### config.mk
export PLATFORM = sky130hd
export DESIGN_NAME = chte_front
export DESIGN_NICKNAME = d
export VERILOG_FILES = /design/src/hdl/chte_pkg.sv /design/src/hdl/chte_front.sv
export SDC_FILE = /design/constraint.sdc
export NUM_CORES = 1
export LEC_CHECK = 0
export ABC_CLOCK_PERIOD_IN_PS = 7130
export BUFFER_PORTS_ARGS = -buffer_cell sky130_fd_sc_hd__buf_2
export CAP_MARGIN = 20
export CORE_MARGIN = 4
export CORE_UTILIZATION = 60
export DETAILED_ROUTE_END_ITERATION = 8
export PLACE_DENSITY = 0.82
export SYNTH_ARGS = -nofsm -noshare
export SYNTH_HDL_FRONTEND = slang
export SYNTH_SLANG_ARGS = --single-unit
### constraint.sdc
create_clock -name clock -period 7.13 [get_ports clock]
set_input_delay 0.3565 -clock clock [delete_from_list [all_inputs] [get_ports clock]]
set_output_delay 0.3565 -clock clock [all_outputs]
set_load 0.005 [all_outputs]
### src/hdl/chte_pkg.sv
package chte_pkg;

   localparam logic [63:0] MIX_MULT = 64'hff51afd7ed558ccd;
   localparam int MIX_SHIFT = 33;

   typedef enum logic [1:0] {
      REQ_INSERT = 2'd0,
      REQ_LOOKUP = 2'd1,
      REQ_REMOVE = 2'd2,
      REQ_NONE   = 2'd3
   } req_kind_type;

   typedef enum logic [2:0] {
      ST_OK          = 3'd0,
      ST_INVALID     = 3'd1,
      ST_FULL        = 3'd2,
      ST_DUP         = 3'd3,
      ST_MISSING     = 3'd4,
      ST_BUCKET_FULL = 3'd5
   } status_type;

   typedef struct packed {
      logic [1:0]   req_type;
      logic [63:0]  key;
      logic signed [31:0] value_in;
   } req_type;

   typedef struct packed {
      logic [2:0]   status;
      logic signed [31:0] value_out;
      logic [9:0]   entry_count;
   } rsp_type;

   // classified item passed from front to back
   typedef struct packed {
      logic [1:0]  kind;
      logic        key_zero;
      logic [63:0] key;
      logic [31:0] value;
      logic [11:0] bucket;
   } work_type;

endpackage

### src/hdl/chte_front.sv
module chte_front #(
   parameter int NUM_BUCKETS = 64
) (
   input  logic                clock,
   input  logic                reset,
   input  logic                in_valid,
   output logic                in_stall,
   input  chte_pkg::req_type   in_item,
   output logic                out_valid,
   input  logic                out_take,
   output chte_pkg::work_type  out_work
);

   localparam int BW = (NUM_BUCKETS > 1) ? $clog2(NUM_BUCKETS) : 1;

   // stage 1: pre-xor and low multiply halves; stage 2: combine, final xor
   logic               s1_valid_ff, s1_valid_in;
   chte_pkg::req_type  s1_item_ff;
   logic [63:0]        s1_ll_ff, s1_lh_ff, s1_hl_ff;
   logic               s2_valid_ff, s2_valid_in;
   chte_pkg::work_type s2_work_ff, s2_work_in;
   logic [63:0]        x_in;
   logic [63:0]        h;
   logic               s2_free;
   logic               s1_free;

   assign x_in = in_item.key ^ (in_item.key >> chte_pkg::MIX_SHIFT);
   assign s2_free = !s2_valid_ff || out_take;
   assign s1_free = !s1_valid_ff || s2_free;
   assign in_stall = !s1_free;
   assign s1_valid_in = s1_free ? in_valid : s1_valid_ff;
   assign s2_valid_in = s2_free ? s1_valid_ff : s2_valid_ff;

   always_comb begin
      h = s1_ll_ff + ((s1_lh_ff + s1_hl_ff) << 32);
      h = h ^ (h >> chte_pkg::MIX_SHIFT);
      s2_work_in.kind = s1_item_ff.req_type;
      s2_work_in.key_zero = (s1_item_ff.key == 64'd0);
      s2_work_in.key = s1_item_ff.key;
      s2_work_in.value = s1_item_ff.value_in;
      s2_work_in.bucket = 12'(h[BW-1:0]);
   end

   always_ff @(posedge clock) begin
      if (reset) begin
         s1_valid_ff <= 1'b0;
         s2_valid_ff <= 1'b0;
      end else begin
         s1_valid_ff <= s1_valid_in;
         s2_valid_ff <= s2_valid_in;
      end
      if (s1_free && in_valid) begin
         s1_item_ff <= in_item;
         s1_ll_ff   <= 64'(x_in[31:0]) * 64'(chte_pkg::MIX_MULT[31:0]);
         s1_lh_ff   <= 64'(x_in[31:0]) * 64'(chte_pkg::MIX_MULT[63:32]);
         s1_hl_ff   <= 64'(x_in[63:32]) * 64'(chte_pkg::MIX_MULT[31:0]);
      end
      if (s2_free && s1_valid_ff) begin
         s2_work_ff <= s2_work_in;
      end
   end

   assign out_valid = s2_valid_ff;
   assign out_work = s2_work_ff;

`ifndef NO_ASSERTIONS
   a_key_zero: assert property (@(posedge clock) disable iff (reset)
      s2_valid_ff |-> (s2_work_ff.key_zero == (s2_work_ff.key == 64'd0)))
      else $error("key zero flag wrong");
   a_bucket_range: assert property (@(posedge clock) disable iff (reset)
      s2_valid_ff |-> (s2_work_ff.bucket < 12'(NUM_BUCKETS)))
      else $error("bucket out of range");
   a_hold: assert property (@(posedge clock) disable iff (reset)
      (s2_valid_ff && !out_take) |=> (s2_valid_ff && $stable(s2_work_ff)))
      else $error("front item lost");
`endif

endmodule

# [After elaboration in Yosys (flattened, before gate mapping)]
# Cells that the tools add are included.
[word_totals] register_bits=258 input_bits=102 word_cells=28
[classes] addsub=2 n_mul=3 bitwise=2 reduce_logical=8
[op_table] cell="logical NOT 64 bit" count=1
[op_table] cell="bitwise XOR 64 x 31 -> 64 bit" count=1
[op_table] cell="adder 39 bit" count=1
[op_table] cell="multiplier 32 x 32 -> 39 bit (second input constant)" count=1
[op_table] cell="multiplier 32 x 25 -> 7 bit (second input constant)" count=1
[op_table] cell="multiplier 32 x 30 -> 7 bit (second input constant)" count=1
[op_table] cell="adder 7 bit" count=1
[op_table] cell="bitwise XOR 6 bit" count=1
[op_table] cell="logical NOT 1 bit" count=3
[op_table] cell="logical AND 1 bit" count=2
[op_table] cell="logical OR 1 bit" count=2

# [Logic depth before layout (Yosys ltp)]
# Gate-level depths: netlist (run 1).
[logic_depth] depth_word=4 depth_mapped=25

# [Worst setup path before layout (run 1)]
# Ideal clock, no wire load.
[synth_path] kind="reg2reg" from="register s2_valid_ff, in the netlist out_valid" to="register s1_hl_ff[2] (enable)" t_arrival_ns=6.039 required_time_ns=6.511 slack_ns=0.472 stages_incl_launch_ff=4 period_less_slack_ns=6.658 path_cell_list="dfxtp_1 nor2b_1 and2_1 nor2b_1"
[synth_via] elab_chain_cells=4
[synth_lines] item="start, declared" line_no="chte_front.sv:20" text="logic s2_valid_ff, s2_valid_in;"
[synth_lines] item="start signal, assigned" line_no="chte_front.sv:50" text="s2_valid_ff <= s2_valid_in;"
[synth_lines] item="logical NOT 1 bit" line_no="chte_front.sv:28" text="assign s2_free = !s2_valid_ff || out_take;"
[synth_lines] item="logical OR 1 bit" line_no="chte_front.sv:28"
[synth_lines] item="logical OR 1 bit" line_no="chte_front.sv:29" text="assign s1_free = !s1_valid_ff || s2_free;"
[synth_lines] item="logical AND 1 bit" line_no="chte_front.sv:52" text="if (s1_free && in_valid) begin"
[synth_lines] item="end signal, assigned" line_no="chte_front.sv:56" text="s1_hl_ff <= 64'(x_in[63:32]) * 64'(chte_pkg::MIX_MULT[31:0]);"
[synth_lines] item="end, declared" line_no="chte_front.sv:19" text="logic [63:0] s1_ll_ff, s1_lh_ff, s1_hl_ff;"
# Every way passes these cells.
# A chain may end at the register's enable or synchronous reset.

# [Final worst setup path (run 1)]
[layout_path] from="input port in_item[67] (netlist name)" to="register s1_ll_ff[38] (data pin)"
[layout_via] elab_chain_cells=2
[layout_lines] item="start, declared" line_no="chte_front.sv:8" text="input chte_pkg::req_type in_item,"
[layout_lines] item="bitwise XOR 64 x 31 -> 64 bit" line_no="chte_front.sv:27" text="assign x_in = in_item.key ^ (in_item.key >> chte_pkg::MIX_SHIFT);"
[layout_lines] item="multiplier 32 x 32 -> 39 bit" line_no="chte_front.sv:54" text="s1_ll_ff <= 64'(x_in[31:0]) * 64'(chte_pkg::MIX_MULT[31:0]);"
[layout_lines] item="end signal, assigned" line_no="chte_front.sv:54"
[layout_lines] item="end, declared" line_no="chte_front.sv:19"
# Every way passes these cells.

==> out/metrics.cfg, run 1 <==
[outcome]
status = finished clean

[layout]
nFillCells = 2208
drive_gt1_share_pct = 16.08
syn_to_final_growth_pct = 13.04
multiInputGateArea_um2 = 10670
nNetsFinal = 2376
register_area_um2 = 6857
finish.utilization_pct = 68.91

[timing]
worst_pin_slew_ps = 1044
fmax_mhz = 152.2
timing.final.crit_period_ps = 6571
finalCritPeriodShare_pct = 92.16
setup_viol = 0
slew_viol_final = 0
rsz0062_at_grt = false
finalSetupTns_ps = 0
worst_clock_skew_ps = 21.01
slew-limit-headroom_pct = 30.42
hold_violations = 0

[clocking]
cts_tree = yes
post_cts_resized = 0
cts.clk_slew.worst_paths_ps = 60
clk_latency_ps = 520
post_cts_buffers = 0
clock-sinks = 229
hold_buffers = 0
h-tree-depth = 1
clockBufferDepth = 3
cts_root_buf = clkbuf_16
cts_buffers = 23

[route]
vias = 11850
drc = 0
ant_nets = 0
first_pass_iters = 5
via_per_inst = 5.444
drtIter0Drc = 955
wl_per_cell_um = 23.26
routed_wl_mm = 50.61

[setup_path]
cp-end-kind = flop
start_kind = primary input
cp_num_buf_inv = 8
required_ps = 7390
path_common_cell = inv_1
critical_path_peak_fanout = 6
path_class = in -> reg
arrival_ps = 6840
r2r_slack_ps = 4310
cp_top_family = adder cells
max_stage_delay_ps = 580
critPathSlowestCell = fa_1

[floorplan]
die-width_um = 187.0
design.portCount = 215
start_util_pct = 60.96
coreArea_um2 = 31560
die_h_um = 187.0
fp-row-count = 65
die_area_um2 = 34990

[synthesis]
ys_seq_area_share_pct = 35.65
synth_area_leader_cell = edfxtp_1
syn_area_per_cell_um2 = 12.93
synth.most_common_cell = inv_1
yosysWarnings = 0
synthTopCellsByCount = inv_1, fa_1, ha_1, edfxtp_1, xnor2_1
synth_top_area_share_pct = 35.44
synth_cells = 1488
yosysUniqueCellTypes = 43
yosys-top-cells-area = edfxtp_1, fa_1, ha_1
synth_ff_type = edfxtp_1
synth_edf_count = 227
synth-seq-cells = 229
async_flop_share_pct = 0
syn-cell-area_um2 = 19230

[place]
port_buffers = 208
hpwl_mm = 43.64
place_congestion = 0.9761

[global_route]
antenna_found_initial = 4
grt_pass1_vias = 13090
grtUsageTotal_pct = 29.62
grt-ovfl-total = 0
grt_max_degree = 75
grt_pass1_wl_mm = 78.46

[worst_hold_path]
hold_class = in -> reg

[run]
drv_cap = 0

-- final cells by class --
| cell class | instances | area share [%] |
|---|---|---|
| diodes | 2 | 0.02302 |
| clock buffers | 27 | 2.716 |
| clock inverters | 11 | 0.2935 |
| inverters | 450 | 7.768 |
| multi-input cells | 807 | 49.09 |
| flip-flops and latches | 229 | 31.53 |
| well taps | 402 | 2.313 |
| repair buffers | 248 | 6.261 |
-- state kept, by name, indices dropped and copies added, names as in the netlist --
| register | count |
|---|---|
| out_work | 105 |
| s1_ll_ff | 13 |
| s1_valid_ff | 1 |
| s1_item_ff | 98 |
| s1_hl_ff | 5 |
| out_valid | 1 |
| s1_lh_ff | 6 |
-- layer usage --
metal,wire [um],share of wire (%),GRT usage (%),up-vias
met4,1658,3.3,7.935,4
met2,24860,49,50.79,535
li1,-,-,-,5238
met1,19860,39,39.38,5977
met3,4195,8.3,5.599,93
met5,31,0.061,0,-
-- per-stage QoR --
stage | worst slack [ps] | cell area (um2) | hold slack (ps) | cells
2_1_floorplan | 472.1 | 19250 | 400.3 | 1493
3_3_place_gp | 217.4 | 21060 | 401.0 | 2135
3_5_place_dp | 100.7 | 21060 | 405.4 | 2135
4_1_cts | 596.7 | 21710 | 5.621 | 2173
5_1_grt | 249.6 | 21740 | 1.293 | 2175
6_report | 559.0 | 21740 | 16.63 | 2176
-- placed cells by master, fill, tap and decap left out, drive strengths merged, types with 2 or more instances in the layout --
cell and count:
inv 453, fa 282, buf 248, ha 233, edfxtp 227, xnor2 61, xor2 49, a21oi 33
a21o 28, clkbuf 27, nor2 21, nor4 18, nand2 12, nand3 8, nand4 7, clkinv 7
conb 6, o21bai 5, nor2b 5, o21a 4, o21ai 4, and2 3, nor3 3, o221ai 3
a221oi 3, o31ai 3, diode 2, and4 2, a311oi 2, nand2b 2, o2111ai 2, dfxtp 2
-- logic make-up (layout without fill, tap and decap cells) --
kind of cell	after synthesis	after routing	synth area share (%)
simple gates	81	81	2.160
xor+xnor	112	112	5.288
other cells	1	8	0.01950
buf+inv	457	736	9.035
flops	229	229	35.65
fa+ha+maj	515	515	44.51
compound gates	93	93	3.344
-- path summary, 6_finish.rpt --
kind,startpoint,end,cells after the start
worst min register to register,s1_item_ff[26],out_work[38],0
worst max-delay path,in_item[67],s1_ll_ff[38],26
worst max register to register,s1_item_ff[64],out_work[5],10
worst min-delay path,in_item[97],s1_item_ff[97],1
Power of run 1 is not shown: default switching activity piles up to over one toggle a cycle in this logic, so the estimate is an artifact.
==> run 2, diff against run 1 <==
--- a/config.mk
+++ b/config.mk
@@ -9,9 +9,9 @@
 export BUFFER_PORTS_ARGS = -buffer_cell sky130_fd_sc_hd__buf_2
 export CAP_MARGIN = 20
 export CORE_MARGIN = 4
-export CORE_UTILIZATION = 60
+export CORE_UTILIZATION = 40
 export DETAILED_ROUTE_END_ITERATION = 8
-export PLACE_DENSITY = 0.82
+export PLACE_DENSITY = 0.59
 export SYNTH_ARGS = -nofsm -noshare
 export SYNTH_HDL_FRONTEND = slang
 export SYNTH_SLANG_ARGS = --single-unit
==> run 2 against run 1 <==
Setup slack got worse by 280 ps; register-to-register slack got worse by 260 ps; critical endpoint unchanged; routed wire length increased by 2.5%; hold slack improved by 12 ps; sequential share of layout area decreased by 1.2 points; first-iteration DRC count decreased by 15%; sequential cell count unchanged.
==> out/metrics.cfg, run 2 (same netlist as run 1, synthesis figures left out) <==
[setup_path]
cp-end-kind = flop
arrival_ps = 7130  ; +290 ps
critical_path_peak_fanout = 6  ; unchanged
required_ps = 7410  ; +20 ps
start_kind = primary input
path_class = in -> reg

[layout]
drive_gt1_share_pct = 16.64  ; +0.56 points
register_area_um2 = 6857  ; unchanged
largest_reg_flops = 105  ; unchanged
layout_commonest_cell = inv_1
nFillCells = 4266  ; +93%
multiInputGateArea_um2 = 10710  ; +0.29%
syn_to_final_growth_pct = 17.42
nNetsFinal = 2420  ; +1.9%
n_antenna_cell = 0  ; -2
mostFrequentLayoutCells = inv_1, fa_1, ha_1, edfxtp_1, buf_2

[worst_hold_path]
hold_class = in -> reg

[outcome]
status = finished clean

[timing]
setup_viol = 0  ; unchanged
timing.final.crit_period_ps = 6851  ; +280.1 ps
slew-limit-headroom_pct = 33.62  ; +3.2 points
hold_violations = 0  ; unchanged
finalSetupTns_ps = 0  ; unchanged
worst_pin_slew_ps = 995.7  ; -48.01 ps
finalCritPeriodShare_pct = 96.09  ; +3.9 points
rsz0062_at_grt = false
slew_viol_final = 0  ; unchanged
worst_clock_skew_ps = 13.26  ; -7.745 ps
fmax_mhz = 146.0  ; -4.1%

[route]
via_per_inst = 4.753  ; -13%
wl_per_cell_um = 21.29  ; -8.4%
routed_wl_mm = 51.87  ; +2.5%
drtIter0Drc = 809  ; -15%
drc = 0  ; unchanged
vias = 11580  ; -2.3%
ant_nets = 0  ; unchanged
first_pass_iters = 5  ; unchanged

[place]
place_congestion = 0.9474  ; -2.9%
port_buffers = 208  ; unchanged
hpwl_mm = 45.47  ; +4.2%

[floorplan]
die_h_um = 227.3  ; +22%
die-width_um = 227.3  ; +22%
die_area_um2 = 51660  ; +48%
fp-row-count = 80  ; +23%
start_util_pct = 40.37  ; -21 points
coreArea_um2 = 47650  ; +51%
design.portCount = 215  ; unchanged

[clocking]
h-tree-depth = 1  ; unchanged
clock-sinks = 229  ; unchanged
clk_latency_ps = 530  ; about the same
cts_tree = yes
cts.clk_slew.worst_paths_ps = 60  ; about the same
clockBufferDepth = 3  ; unchanged
cts_root_buf = clkbuf_16
cts_buffers = 24  ; +4.3%

[global_route]
grtUsageTotal_pct = 20.25  ; -9.4 points
grt-ovfl-total = 0  ; unchanged
grt_max_degree = 77  ; +2.7%
grt_pass1_wl_mm = 77.84  ; -0.79%
grt_pass1_vias = 12640  ; -3.4%
antenna_found_initial = 2  ; -2

[run]
drv_cap = 0  ; unchanged

## run 2: cell types whose count changed in the layout (fill, tap and decap cells not counted), moves of 2 or more
cell / delta
diode_2: -2
bufinv_16: +3
dlygate4sd3_1: +35
clkbuf_16: +2
buf_4: +8
## run 2: stage by stage
| step | utilization [%] | instances | instance area (um2) | setup slack [ps] | hold WS [ps] |
|---|---|---|---|---|---|
| after floorplan | - | 1493 | 19250 | 472.1 | 400.3 |
| after global placement | 44.92 | 2357 | 21400 | 119.7 | 400.4 |
| after detailed placement | 44.92 | 2357 | 21400 | 67.18 | 404.5 |
| after CTS | 47.34 | 2436 | 22550 | 57.67 | 2.334 |
| after global routing | 47.40 | 2436 | 22590 | 9.919 | 8.658 |
| final | 47.40 | 2436 | 22590 | 278.9 | 28.55 |
## run 2: routing by layer
metal / GRT usage (%) / vias up / wire [um]
li1: - / 5326 / -
met1: 28.62 / 5841 / 22810
met2: 34.43 / 354 / 24950
met3: 2.411 / 55 / 3209
met4: 3.611 / 2 / 892
met5: 0 / - / 13
## run 2: cell type report
cell class / instances / area share (%)
sequential: 229 / 30.36
multi-input combinational: 807 / 47.40
timing repair buffer: 291 / 7.811
tap: 615 / 3.407
clock inverter: 15 / 0.7091
clock buffer: 29 / 2.836
inverter: 450 / 7.479
## run 2: final timing paths
| check | startpoint | end | slack (ps) | depth (start not counted) |
|---|---|---|---|---|
| hold / removal | in_item[85] | s1_item_ff[85] | 30 | 1 |
| setup reg to reg | out_valid | s1_lh_ff[2] | 4050 | 5 |
| setup / recovery | in_item[48] | s1_ll_ff[38] | 280 | 27 |
| hold reg to reg | s1_item_ff[0] | out_work[12] | 410 | 0 |
## run 2: worst max-delay path, cell delays in order
cell           delay [ps]
dlygate4sd3_1         530
buf_2                 150
xor2_4                170
buf_12                150
ha_1                  310
ha_1                  330
fa_1                  530
inv_1                  60
fa_1                  600
inv_1                  80
fa_1                  510
inv_1                  60
fa_1                  520
inv_1                  50
fa_1                  480
inv_1                  50
fa_1                  480
inv_1                  50
ha_1                  340
a21oi_2               190
nor2_1                 60
o211ai_1              180
o311ai_1              140
nor3_2                260
o21ai_2               110
a221oi_2              290
xnor2_1                90
## run 2: timing repair
action | 4_1_cts | 5_1_grt
hold buffers | 35 | 0
resized for setup | 0 | 6
endpoints found under the hold margin | 36 | 0
setup endpoints to repair | 0 | 3
buffers inserted | 0 | 0
Power of run 2 is left out for the same reason.
