File: config.mk
export PLATFORM = sky130hd
export DESIGN_NAME = chte_queue
export DESIGN_NICKNAME = d
export VERILOG_FILES = /design/src/hdl/chte_pkg.sv /design/src/hdl/chte_queue.sv
export SDC_FILE = /design/constraint.sdc
export NUM_CORES = 1
export LEC_CHECK = 0
export BUFFER_PORTS_ARGS = -buffer_cell sky130_fd_sc_hd__buf_4
export CAP_MARGIN = 20
export CELL_PAD_IN_SITES_DETAIL_PLACEMENT = 1
export CELL_PAD_IN_SITES_GLOBAL_PLACEMENT = 2
export CORE_UTILIZATION = 40
export DETAILED_ROUTE_END_ITERATION = 8
export GPL_ROUTABILITY_DRIVEN = 0
export PLACE_DENSITY = 0.93
export REMOVE_ABC_BUFFERS = 1
export SLEW_MARGIN = 5
export SYNTH_ARGS = -nofsm -noshare
export SYNTH_HDL_FRONTEND = slang
export SYNTH_SLANG_ARGS = --single-unit
File: constraint.sdc
create_clock -name clock -period 8.4 [get_ports clock]
set_input_delay 1.68 -clock clock [delete_from_list [all_inputs] [get_ports clock]]
set_output_delay 1.68 -clock clock [all_outputs]
set_load 0.01 [all_outputs]
File: src/hdl/chte_pkg.sv
package chte_pkg;

   localparam logic [63:0] MIX_MULT = 64'hff51afd7ed558ccd;
   localparam int MIX_SHIFT = 33;

   typedef enum logic [1:0] {
      REQ_INSERT = 2'd0,
      REQ_LOOKUP = 2'd1,
      REQ_REMOVE = 2'd2,
      REQ_NONE   = 2'd3
   } req_kind_type;

   typedef enum logic [2:0] {
      ST_OK          = 3'd0,
      ST_INVALID     = 3'd1,
      ST_FULL        = 3'd2,
      ST_DUP         = 3'd3,
      ST_MISSING     = 3'd4,
      ST_BUCKET_FULL = 3'd5
   } status_type;

   typedef struct packed {
      logic [1:0]   req_type;
      logic [63:0]  key;
      logic signed [31:0] value_in;
   } req_type;

   typedef struct packed {
      logic [2:0]   status;
      logic signed [31:0] value_out;
      logic [9:0]   entry_count;
   } rsp_type;

   // classified item passed from front to back
   typedef struct packed {
      logic [1:0]  kind;
      logic        key_zero;
      logic [63:0] key;
      logic [31:0] value;
      logic [11:0] bucket;
   } work_type;

endpackage

File: src/hdl/chte_queue.sv
module chte_queue (
   input  logic               clock,
   input  logic               reset,
   input  logic               in_valid,
   output logic               in_take,
   input  chte_pkg::work_type in_work,
   output logic               out_valid,
   input  logic               out_take,
   output chte_pkg::work_type out_work
);

   chte_pkg::work_type buf_ff [2];
   logic       wp_ff, rp_ff;
   logic [1:0] cnt_ff;
   logic       push, pop;

   assign in_take = (cnt_ff != 2'd2);
   assign push = in_valid && in_take;
   assign out_valid = (cnt_ff != 2'd0);
   assign pop = out_valid && out_take;
   assign out_work = buf_ff[rp_ff];

   always_ff @(posedge clock) begin
      if (reset) begin
         wp_ff <= 1'b0;
         rp_ff <= 1'b0;
         cnt_ff <= 2'd0;
      end else begin
         if (push) wp_ff <= !wp_ff;
         if (pop) rp_ff <= !rp_ff;
         cnt_ff <= cnt_ff + 2'(push) - 2'(pop);
      end
      if (push) buf_ff[wp_ff] <= in_work;
   end

`ifndef NO_ASSERTIONS
   a_cnt: assert property (@(posedge clock) disable iff (reset) cnt_ff != 2'd3)
      else $error("queue count overflow");
   a_ptr: assert property (@(posedge clock) disable iff (reset)
      (cnt_ff == 2'd0 || cnt_ff == 2'd2) |-> (wp_ff == rp_ff))
      else $error("queue pointers disagree");
   a_push: assert property (@(posedge clock) disable iff (reset)
      (push && !pop) |=> (cnt_ff == $past(cnt_ff) + 2'd1))
      else $error("queue push lost");
`endif

endmodule

# Word-level counts from Yosys, hierarchy flattened
# Memory sizes are Yosys's and may differ from the RTL's. A register that Yosys moved wholly into a read port is not among the register bits.
# Cells that the tools add are included.
# word_totals
out_inout_bits	113
input_bits	115
word_cells	16
reg_bits	4
ram_bits	222
mem_count	1
# classes
muxes	4
n_eq_ne	1
add_sub_neg	2
n_reduce_logical	5
# mem_list
memory	words	word_bits	read_ports	rd_clocked_by_memory_dff	wr	line_no	text
buf_ff	2	111	1	1	1	chte_queue.sv:12	chte_pkg::work_type buf_ff [2];
# op_table
operator	count
$mux W1	4
$add A2 B1 Y2	1
$logic_and A1 B1 Y1	2
$logic_not A1 Y1	2
$ne A2 B2 Y1 const B	1
$reduce_bool A2 Y1	1
$sub A2 B1 Y2	1

# Logic depth before layout (Yosys ltp)
# Gate-level depths: netlist (run 1).
# logic_depth
ltp_word	4
depth_mapped	6
ltp_nobuf	6

# Worst setup path after synthesis (run 1)
# No wires, ideal clock.
# synth_path
path_kind	input to register
startpoint	input port in_valid
endpoint	memory buf_ff[1][0] (netlist name), enable pin
slack_ns	3.623
cell_stages	1
t_arrival_ns	4.294
setup_time_ns	0.483
path_cell_list	and3_1
# synth_via
elab_chain_cells	3
# synth_rtl
item	line_no	text
from (decl)	chte_queue.sv:4	input logic in_valid,
$logic_and A1 B1 Y1	chte_queue.sv:18	assign push = in_valid && in_take;
$mux W1	chte_queue.sv:33	if (push) buf_ff[wp_ff] <= in_work;
$mux W1 (not written as such)	chte_queue.sv:33	
to (decl)	chte_queue.sv:12	
# No other way between the ends.

==> impl_results.md, run 1 <==
- Status: complete, no violations
- Largest family of logic cells by synthesized area: multiplexers
- Hold buffers post-CTS: 0
- YS warnings: 0
- Period utilisation layout: 0.521
- F_max: 0.228 GHz
- Post-Synthesis Cells: 374
- IO Port Bufs: 227
- Largest net degree at the start of global routing: 69
- Vias: 4334
- Clock Latency Late Sink: 0.50 ns
- Layout area overhead: 33.0%
- Max cap viols: 0
- Cell area after synthesis: 8300 µm²
- Resized cells post-CTS: 0
- Final setup viols: 0
- All-Layer GR Usage: 0.165
- Compound-cell area share of the yosys netlist: 0.00528
- Antenna viol nets, final: 0
- Top cells by area, synth: edfxtp_1 (80%), mux2_2 (9.5%), mux2_1 (5.6%), buf_6 (1.2%), dfxtp_1 (1.2%)
- Reg-to-Reg Start: cnt_ff[0]$_SDFF_PP0_
- # diodes: 0
- Nets: 735
- Clk slew on worst S/H paths: 0.06 ns
- Core Footprint: 20300 µm²
- Worst Hold Class: reg2reg
- First-pass GRT wire length: 27.3 mm
- Initial Util: 0.409
- WP data arrival: 2.70 ns
- PD cells: 278 nW/µm²
- Overflow after GRT: 0
- CP Max Fanout: 57
- Post-Synth Simple-Gate Area: 0.0110
- DR pass1 iterations: 4
- Postcts setup bufs: 0
- Worst Hold Path Cells: 2
- Mux cell area share after synthesis: 0.151
- Root Buffer: clkbuf_16
- Chip height: 146 µm
- Top Usage Layer GRT: met2
- Final Hold Fails: 0
- WP data required: 6.72 ns
- Synth Area in XOR/XNOR: 0.00106
- Initial antenna violation count: 0
- R2R Setup Slk: 5.88 ns
- Setup TNS: 0 ns
- CTS Buf Count: 24
- Clock Path Buffers: 3
- CTS tree: built
- Vias in the first global route: 4906
- Reg2reg end: buf_ff[0][3]$_DFFE_PP_
- Clock Sinks: 227
- WL final: 17.6 mm
- Register area share after synthesis: 0.816
- CP endpoint kind: output pin
- 1st-iter DRT viols: 213
- Die Area: 21300 µm²
- Synth Area in Adders: 0.00151
- Max VDD drop: 0.000261 V
- DP HPWL: 11.8 mm
- M1 GR Usage: 0.193
- Met2 GRT Util: 0.296
- Critical path startpoint category: register
- Leakage: 4.09 nW
- Top Ports: 228
- Setup ws final: 4.02 ns
- Crit Path Class: reg2out
- Residual DRC: 0
- Dpl ws: 4.49 ns
- Num rows: 52
- Slew @ Worst Pin: 0.917 ns
- Avg Vias per Cell: 4.78
- Min-Delay Startpoint: rp_ff$_SDFFE_PP0P_
- Clk_skew: 0.00553 ns
- Worst r2r path cells: 4
- Die W: 146 µm
- H-Tree Depth: 1
- Synthesized area per cell: 22.2 µm²
- Number of synthesized register bits: 227
- Worst slew margin: 0.388
- Leading area contributor after synthesis: edfxtp_1
- Drt wl/cell: 19.4 µm
- Final Slew Violations: 0
- Share of layout cells above drive strength 1: 0.538
- RSZ-0062 raised after global routing: no
- Tmin final: 4.38 ns
- Grt met3 use: 0.0428
- Post-synth cell types: 25
- Yosys top cell area share: 0.804
## kinds of logic (layout without fill, tap and decap cells)
family          count (synthesis)  after routing
mux                           111            111
flops                         227            227
fa+ha+maj                       1              1
xor+xnor                        1              1
simple gates                   15             15
buf+inv                        13            275
compound gates                  6              6
## how the worst max path moves through the flow
stage | endpoint | slack [ns]
floorplan | out_work[0] | 3.44
global placement | out_work[80] | 4.55
detailed placement | out_work[19] | 4.49
CTS | out_work[41] | 3.94
global route | out_work[41] | 3.83
finish | out_work[41] | 4.02
## cell usage after synthesis (all sizes together)
library cell,count
nor2,4
a21bo,1
ha,1
nor2b,2
mux2,111
o21ai,2
nand3,1
inv,1
or2,1
nand3b,1
dfxtp,5
nor3,1
o31a,1
a21oi,1
o21ba,1
nor4,1
nand2b,1
buf,12
nor4bb,1
edfxtp,222
and3,2
xor2,1
## power by group
part	leakage [nW]	internal, mW	switching, mW	total, mW
Sequential	2.12	1.38	0.0563	1.43
Clock	0.373	0.600	0.414	1.01
Combinational	1.60	0.332	0.289	0.621
## worst max-delay path: stages, from the launching register on
cell,delay (ns)
dfxtp_4,0.83
buf_4,0.71
mux2_2,0.43
buf_4,0.15
## layer usage
metal | vias to the layer above | share of wire
li1 | 1980 | -
met1 | 2146 | 0.39
met2 | 168 | 0.52
met3 | 40 | 0.064
met4 | 0 | 0.029
met5 | - | 0
## flip-flops by register name, indices dropped and copies added (netlist names), named ones only
name / cells
cnt_ff: 2
wp_ff: 1
rp_ff: 1
buf_ff: 222
## placed cells by master (no fill, tap or decap), types with 2 or more instances in the layout
master / n
edfxtp_1: 222
nor2b_1: 2
nor2_1: 4
mux2_2: 70
bufinv_16: 2
mux2_1: 41
clkinv_1: 6
clkbuf_16: 25
clkinv_2: 6
dfxtp_1: 4
buf_4: 230
o21ai_0: 2
clkbuf_1: 3
## per-stage QoR
step / area [µm²] / util / hold slack (ns) / std cells / power [mW]
3_3_place_gp: 10300 / 0.505 / 0.485 / 862 / 2.06
5_1_grt: 11000 / 0.544 / 0.566 / 906 / 3.19
2_1_floorplan: 8180 / - / 0.472 / 362 / 1.77
4_1_cts: 11000 / 0.544 / 0.522 / 906 / 3.11
3_5_place_dp: 10300 / 0.506 / 0.504 / 863 / 2.09
6_report: 11000 / 0.544 / 0.512 / 906 / 3.07
## area by class of cell
cell class	instances	area, µm²
fill	1865	9260
sequential	227	6770
timing repair buffer	231	1750
multi-input combinational	134	1410
clock buffer	28	637
tap	270	338
clock inverter	15	120
inverter	1	6.26
Power figures use the tool's default switching activity.
==> inputs of run 2 (changes only) <==
--- a/config.mk
+++ b/config.mk
@@ -9,10 +9,10 @@
 export CAP_MARGIN = 20
 export CELL_PAD_IN_SITES_DETAIL_PLACEMENT = 1
 export CELL_PAD_IN_SITES_GLOBAL_PLACEMENT = 2
-export CORE_UTILIZATION = 40
+export CORE_UTILIZATION = 34
 export DETAILED_ROUTE_END_ITERATION = 8
 export GPL_ROUTABILITY_DRIVEN = 0
-export PLACE_DENSITY = 0.93
+export PLACE_DENSITY = 0.85
 export REMOVE_ABC_BUFFERS = 1
 export SLEW_MARGIN = 5
 export SYNTH_ARGS = -nofsm -noshare
==> constraint.sdc (replaced) <==
create_clock -name clock -period 3.83 [get_ports clock]
set_input_delay 0.766 -clock clock [delete_from_list [all_inputs] [get_ports clock]]
set_output_delay 0.766 -clock clock [all_outputs]
set_load 0.01 [all_outputs]
==> run 2 against run 1 <==
- final cell count rose by 5.3%
- first-iteration DRC count fell by 15%
- core utilization fell by 7.6 points
- cell area rose by 0.27%
- sequential cell count is the same
- clock-buffer cell count did not move
- power increased by 110%
- sequential share of layout area fell by 0.17 points
- sequential power rose by 120%
- die area increased by 17%
- global-route usage fell by 2.6 points
- highest routed layer unchanged
==> impl_results.md, run 2 (same netlist as run 1, synthesis figures left out) <==
- Met3 WL post-DR: 1.17 mm (+3.8%)
- Worst Hold Path Cells: 1 (-1)
- Clock Sinks: 227 (unchanged)
- CTS tree: built
- Most flops, register: buf_ff
- Switching pwr: 1.65 mW (+120%)
- Antenna viol nets, final: 0 (unchanged)
- Clk pwr share: 0.313 (-0.018)
- Post-layout instance area: 11100 µm² (+0.27%)
- DR pass1 iterations: 4 (unchanged)
- Crit Path Class: reg2out
- Crit path largest cell delay: 0.80 ns (-0.03 ns)
- # diodes: 0 (unchanged)
- DP Cell Count: 914 (+5.9%)
- Area occupied by multi-input gates: 1410 µm² (unchanged)
- Tmin final: 3.06 ns
- Fill count: 2312 (+24%)
- Die W: 158 µm (+8.3%)
- Most common cell after layout, fill and taps aside: buf_4
- Worst r2r path cells: 4 (unchanged)
- Slew @ Worst Pin: 0.752 ns (-0.165 ns)
- Initial antenna violation count: 0 (unchanged)
- Logic gate share of total power: 0.211 (+0.009)
- Largest regs: buf_ff: 222 flops, cnt_ff: 2 flops
- Period utilisation layout: 0.799
- WL final: 17.8 mm (+1.4%)
- Hold buffers post-CTS: 0 (unchanged)
- Status: complete, no violations
- Final setup viols: 0 (unchanged)
- Critical path startpoint category: register
- Max reg flops: 222 (unchanged)
- Worst Hold Class: in2reg
- Share of layout cells above drive strength 1: 0.537 (-0.000728)
- Root Buffer: clkbuf_16
- Final Hold Fails: 0 (unchanged)
- Clk_skew: 0.0169 ns (+0.0114 ns)
- DP HPWL: 12.2 mm (+3.4%)
- 1st-iter DRT viols: 180 (-15%)
- Max Used Layer: met4
- Vias: 4281 (-1.2%)
- Max VDD drop: 0.000462 V (+77%)
- CTS Buf Count: 24 (unchanged)
- Initial Util: 0.350 (-0.0584)
- Int Pwr: 4.94 mW (+110%)
- Resized cells post-CTS: 0 (unchanged)
- CP Max Fanout: 47 (-18%)
- Non-Filler Instances: 954 (+5.3%)
- First-pass GRT wire length: 26.3 mm (-3.9%)
- CP endpoint kind: output pin
- WP data required: 3.06 ns (-3.66 ns)
- Placed cell areas: 10400 µm² (+0.91%)
- Cell Chain, Critical Path: buf_4 > mux2_2 > buf_4
- Chip height: 158 µm (+8.3%)
- Drt wl/cell: 18.7 µm (-3.7%)
- CP max stage cell: dfxtp_4
- F_max: 0.327 GHz
- Final core utilization: 0.467 (-0.0764)
- Most used cell, CP: buf_4
- RSZ-0062 raised after global routing: no
- Seq pwr share: 0.476 (+0.009)
- Met1 wire length: 6.80 mm (-1.3%)
- WP data arrival: 2.30 ns (-0.40 ns)
- Largest net degree at the start of global routing: 66 (-4.3%)
- Nets: 737 (+0.27%)
- PD cells: 595 nW/µm² (+110%)
- Met2 routed WL: 9.26 mm (+2.2%)
- Vias in the first global route: 4799 (-2.2%)
- Top Ports: 228 (unchanged)
- Postcts setup bufs: 0 (unchanged)
- R2R Setup Slk: 1.66 ns (-4.22 ns)
- Avg Vias per Cell: 4.49 (-6.2%)
- Clk slew on worst S/H paths: 0.06 ns (about the same)
- Num rows: 56 (+7.7%)
- Final Slew Violations: 0 (unchanged)
- Max cap viols: 0 (unchanged)
- Core Footprint: 23700 µm² (+17%)
- All-Layer GR Usage: 0.138 (-0.0264)
- Die Area: 25000 µm² (+17%)
- Residual DRC: 0 (unchanged)
- Final Power: 6.59 mW (+110%)
- Clock Path Buffers: 3 (unchanged)
- Overflow after GRT: 0 (unchanged)
- Setup TNS: 0 ns (unchanged)
- Switching Share: 0.251 (+0.00325)
- Leakage: 4.08 nW (-0.34%)
- IO Port Bufs: 227 (unchanged)
- H-Tree Depth: 1 (unchanged)
- Clock Latency Late Sink: 0.51 ns (about the same)
- Commonest cells after routing, fill and taps aside: buf_4 (230), edfxtp_1 (222), mux2_2 (70), mux2_1 (41), clkbuf_16 (25)
- Worst slew margin: 0.499 (+0.110)
- Layout area overhead: 33.4%
- Reg area: 6770 µm² (unchanged)
==> run 2: cell types whose count changed in the layout (fill, tap and decap cells not counted) <==
cell        delta
buf_16         -1
clkinv_2       -1
clkinv_4       +1
buf_12         +3
bufinv_16      -2
clkinvlp_4     -1
==> run 2: layer usage <==
layer  vias to the layer above  GRT usage
li1                       1977          -
met4                         0     0.0499
met1                      2112      0.156
met2                       154      0.249
met3                        38     0.0375
met5                         -          0
==> run 2: area by class of cell <==
cell class,count,area share
Sequential cell,227,0.612
Clock buffer,28,0.0575
Timing Repair Buffer,233,0.161
Multi-Input combinational cell,134,0.128
Inverter,1,0.000565
Tap cell,319,0.0361
Clock inverter,12,0.00509
==> run 2: worst paths after layout <==
check | from | endpoint
worst max-delay path | register | out_work[87]
worst min-delay path | in_work[54] | buf_ff[0][54]$_DFFE_PP_
worst max register to register | cnt_ff[0]$_SDFF_PP0_ | buf_ff[0][64]$_DFFE_PP_
worst min register to register | rp_ff$_SDFFE_PP0P_ | register
==> run 2: critical path, delay by kind of cell (launching register included) <==
family	cells	cell delay (ns)
mux	1	0.39
buf+inv	2	0.57
flops	1	0.80
==> run 2: power groups by stage <==
stage	sequential (mW)	clock, mW	combinational (mW)
2_1_floorplan	3.22	0	0.668
3_3_place_gp	3.18	0	1.37
3_5_place_dp	3.20	0	1.41
4_1_cts	3.15	2.13	1.42
5_1_grt	3.17	2.21	1.49
6_report	3.14	2.06	1.39
==> run 2: stage by stage <==
stage	hold slack [ns]	setup WS, ns
final	0.437	0.769
after floorplan	0.472	-0.218
after CTS	0.408	0.686
after global placement	0.486	1.34
after detailed placement	0.498	1.27
after global routing	0.413	0.621
==> inputs of run 3 (changes only) <==
==> constraint.sdc (replaced) <==
create_clock -name clock -period 2.6 [get_ports clock]
set_input_delay 0.52 -clock clock [delete_from_list [all_inputs] [get_ports clock]]
set_output_delay 0.52 -clock clock [all_outputs]
set_load 0.01 [all_outputs]
==> run 3 against run 2 <==
- clock-buffer cell count grew 2
- non-clock buffer count is the same
- global-route usage shrank 0.28 points
- critical path depth is the same
- power grew 53%
- die area is the same
- sequential power grew 45%
==> impl_results.md, run 3 (same netlist as run 1, synthesis figures left out) <==
- Status: complete, no violations
- Commonest cells after routing, fill and taps aside: buf_4 (228), edfxtp_1 (222), mux2_2 (70), mux2_1 (41), clkbuf_16 (25)
- First-pass GRT wire length: 25.9 mm (-1.4%)
- CP Max Fanout: 39 (-17%)
- Avg Vias per Cell: 4.49 (+0.12%)
- Postcts setup bufs: 0 (unchanged)
- Final Slew Violations: 0 (unchanged)
- Clock Latency Late Sink: 0.51 ns (about the same)
- Dpl ws: 0.682 ns (-0.586 ns)
- # diodes: 0 (unchanged)
- Die Area: 25000 µm² (unchanged)
- Clock Sinks: 227 (unchanged)
- Final Power: 10.1 mW (+53%)
- Most used cell, CP: buf_4
- CP max stage cell: buf_4
- Nets: 738 (+0.14%)
- Fill count: 2292 (-0.87%)
- Final setup viols: 0 (unchanged)
- WL final: 17.7 mm (-0.86%)
- Setup TNS: 0 ns (unchanged)
- Most common cell after layout, fill and taps aside: buf_4
- Chip height: 158 µm (unchanged)
- RSZ-0062 raised after global routing: no
- Root Buffer: clkbuf_16
- DP Cell Count: 914 (unchanged)
- Initial Util: 0.350 (unchanged)
- H-Tree Depth: 1 (unchanged)
- Vias in the first global route: 4699 (-2.1%)
- Post-layout instance area: 11200 µm² (+1.2%)
- WP data required: 2.08 ns (-0.98 ns)
- Critical path startpoint category: register
- Worst Hold Path Cells: 1 (unchanged)
- Most flops, register: buf_ff
- Overflow after GRT: 0 (unchanged)
- Residual DRC: 0 (unchanged)
- Setup ws final: 0.200 ns (-0.569 ns)
- WP data arrival: 1.88 ns (-0.42 ns)
- Cell Chain, Critical Path: buf_4 > mux2_1 > buf_4
- Crit Path Class: reg2out
- DR pass1 iterations: 4 (unchanged)
- Top Ports: 228 (unchanged)
- Final Hold Fails: 0 (unchanged)
- CTS Buf Count: 25 (+4.2%)
- Max VDD drop: 0.000566 V (+23%)
- Worst r2r path cells: 6 (+2)
- Tmin final: 2.40 ns
- Hold_ws: 0.187 ns (-0.250 ns)
- Period utilisation layout: 0.923
- PD cells: 901 nW/µm² (+51%)
- Resized cells post-CTS: 0 (unchanged)
- Vias: 4313 (+0.75%)
- Final core utilization: 0.473 (+0.00549)
- Max reg flops: 222 (unchanged)
- Num rows: 56 (unchanged)
- F_max: 0.417 GHz
- Slew @ Worst Pin: 0.525 ns (-0.227 ns)
- Core Footprint: 23700 µm² (unchanged)
- Share of layout cells above drive strength 1: 0.538 (+0.00121)
- Largest regs: buf_ff: 222 flops, cnt_ff: 2 flops
- DP HPWL: 11.9 mm (-2.5%)
- Layout area overhead: 35.0%
- CTS tree: built
- Initial antenna violation count: 0 (unchanged)
- CP endpoint kind: output pin
- Clk slew on worst S/H paths: 0.06 ns (about the same)
- Clk_skew: 0.00921 ns (-0.00767 ns)
- Die W: 158 µm (unchanged)
- Placed cell areas: 10400 µm² (+0.24%)
- Antenna viol nets, final: 0 (unchanged)
- 1st-iter DRT viols: 143 (-21%)
- Non-Filler Instances: 960 (+0.63%)
- Worst Hold Class: in2reg
- Max cap viols: 0 (unchanged)
- Hold buffers post-CTS: 0 (unchanged)
- Drt wl/cell: 18.4 µm (-1.5%)
- All-Layer GR Usage: 0.136 (-0.00277)
- Worst slew margin: 0.650 (+0.151)
- Clock Path Buffers: 3 (unchanged)
- Largest net degree at the start of global routing: 73 (+11%)
- Leakage: 4.13 nW (+1.3%)
- IO Port Bufs: 227 (unchanged)
- Crit path largest cell delay: 0.44 ns (-0.36 ns)
[run 3: cell count changes in the layout (fill, tap and decap cells not counted), sizes merged]
cell      change
clkinv        -1
bufinv        +3
clkbuf        +2
clkinvlp      +1
inv           +1
[run 3: final cells by class]
cell class / count / area [µm²] / area share
Inverter: 1 / 6.26 / 0.000559
Clock buffer: 30 / 644 / 0.0575
Multi-Input combinational cell: 134 / 1410 / 0.126
Sequential cell: 227 / 6770 / 0.605
Tap cell: 319 / 399 / 0.0356
Clock inverter: 16 / 154 / 0.0137
Timing Repair Buffer: 233 / 1810 / 0.162
[run 3: worst max-delay path: cells and delay by family, from the launching register on]
family | cells | cell delay (ns)
buffers and inverters | 2 | 0.59
muxes | 1 | 0.40
DFF | 1 | 0.35
[run 3: worst paths after layout]
path                                           start                 endpoint  slack [ns]
worst max register to register  cnt_ff[1]$_SDFF_PP0_     cnt_ff[1]$_SDFF_PP0_        0.81
worst min register to register    rp_ff$_SDFFE_PP0P_       rp_ff$_SDFFE_PP0P_        0.52
worst max-delay path                        register             out_work[69]        0.20
worst min-delay path                     in_work[30]  buf_ff[1][30]$_DFFE_PP_        0.19
[run 3: where the power goes]
part / switching, mW / internal [mW] / leakage (nW)
logic: 1.03 / 1.11 / 1.62
registers: 0.0946 / 4.44 / 2.12
clock network: 1.35 / 2.06 / 0.390
[run 3: routing by layer]
layer  track usage  vias up  routed length, µm  part of all wire
li1              -     1992                  -                 -
met1         0.157     2145               6830              0.39
met2         0.243      147               9180              0.52
met3        0.0424       29               1330             0.075
met4        0.0330        0                351             0.020
met5             0        -                  0                 0
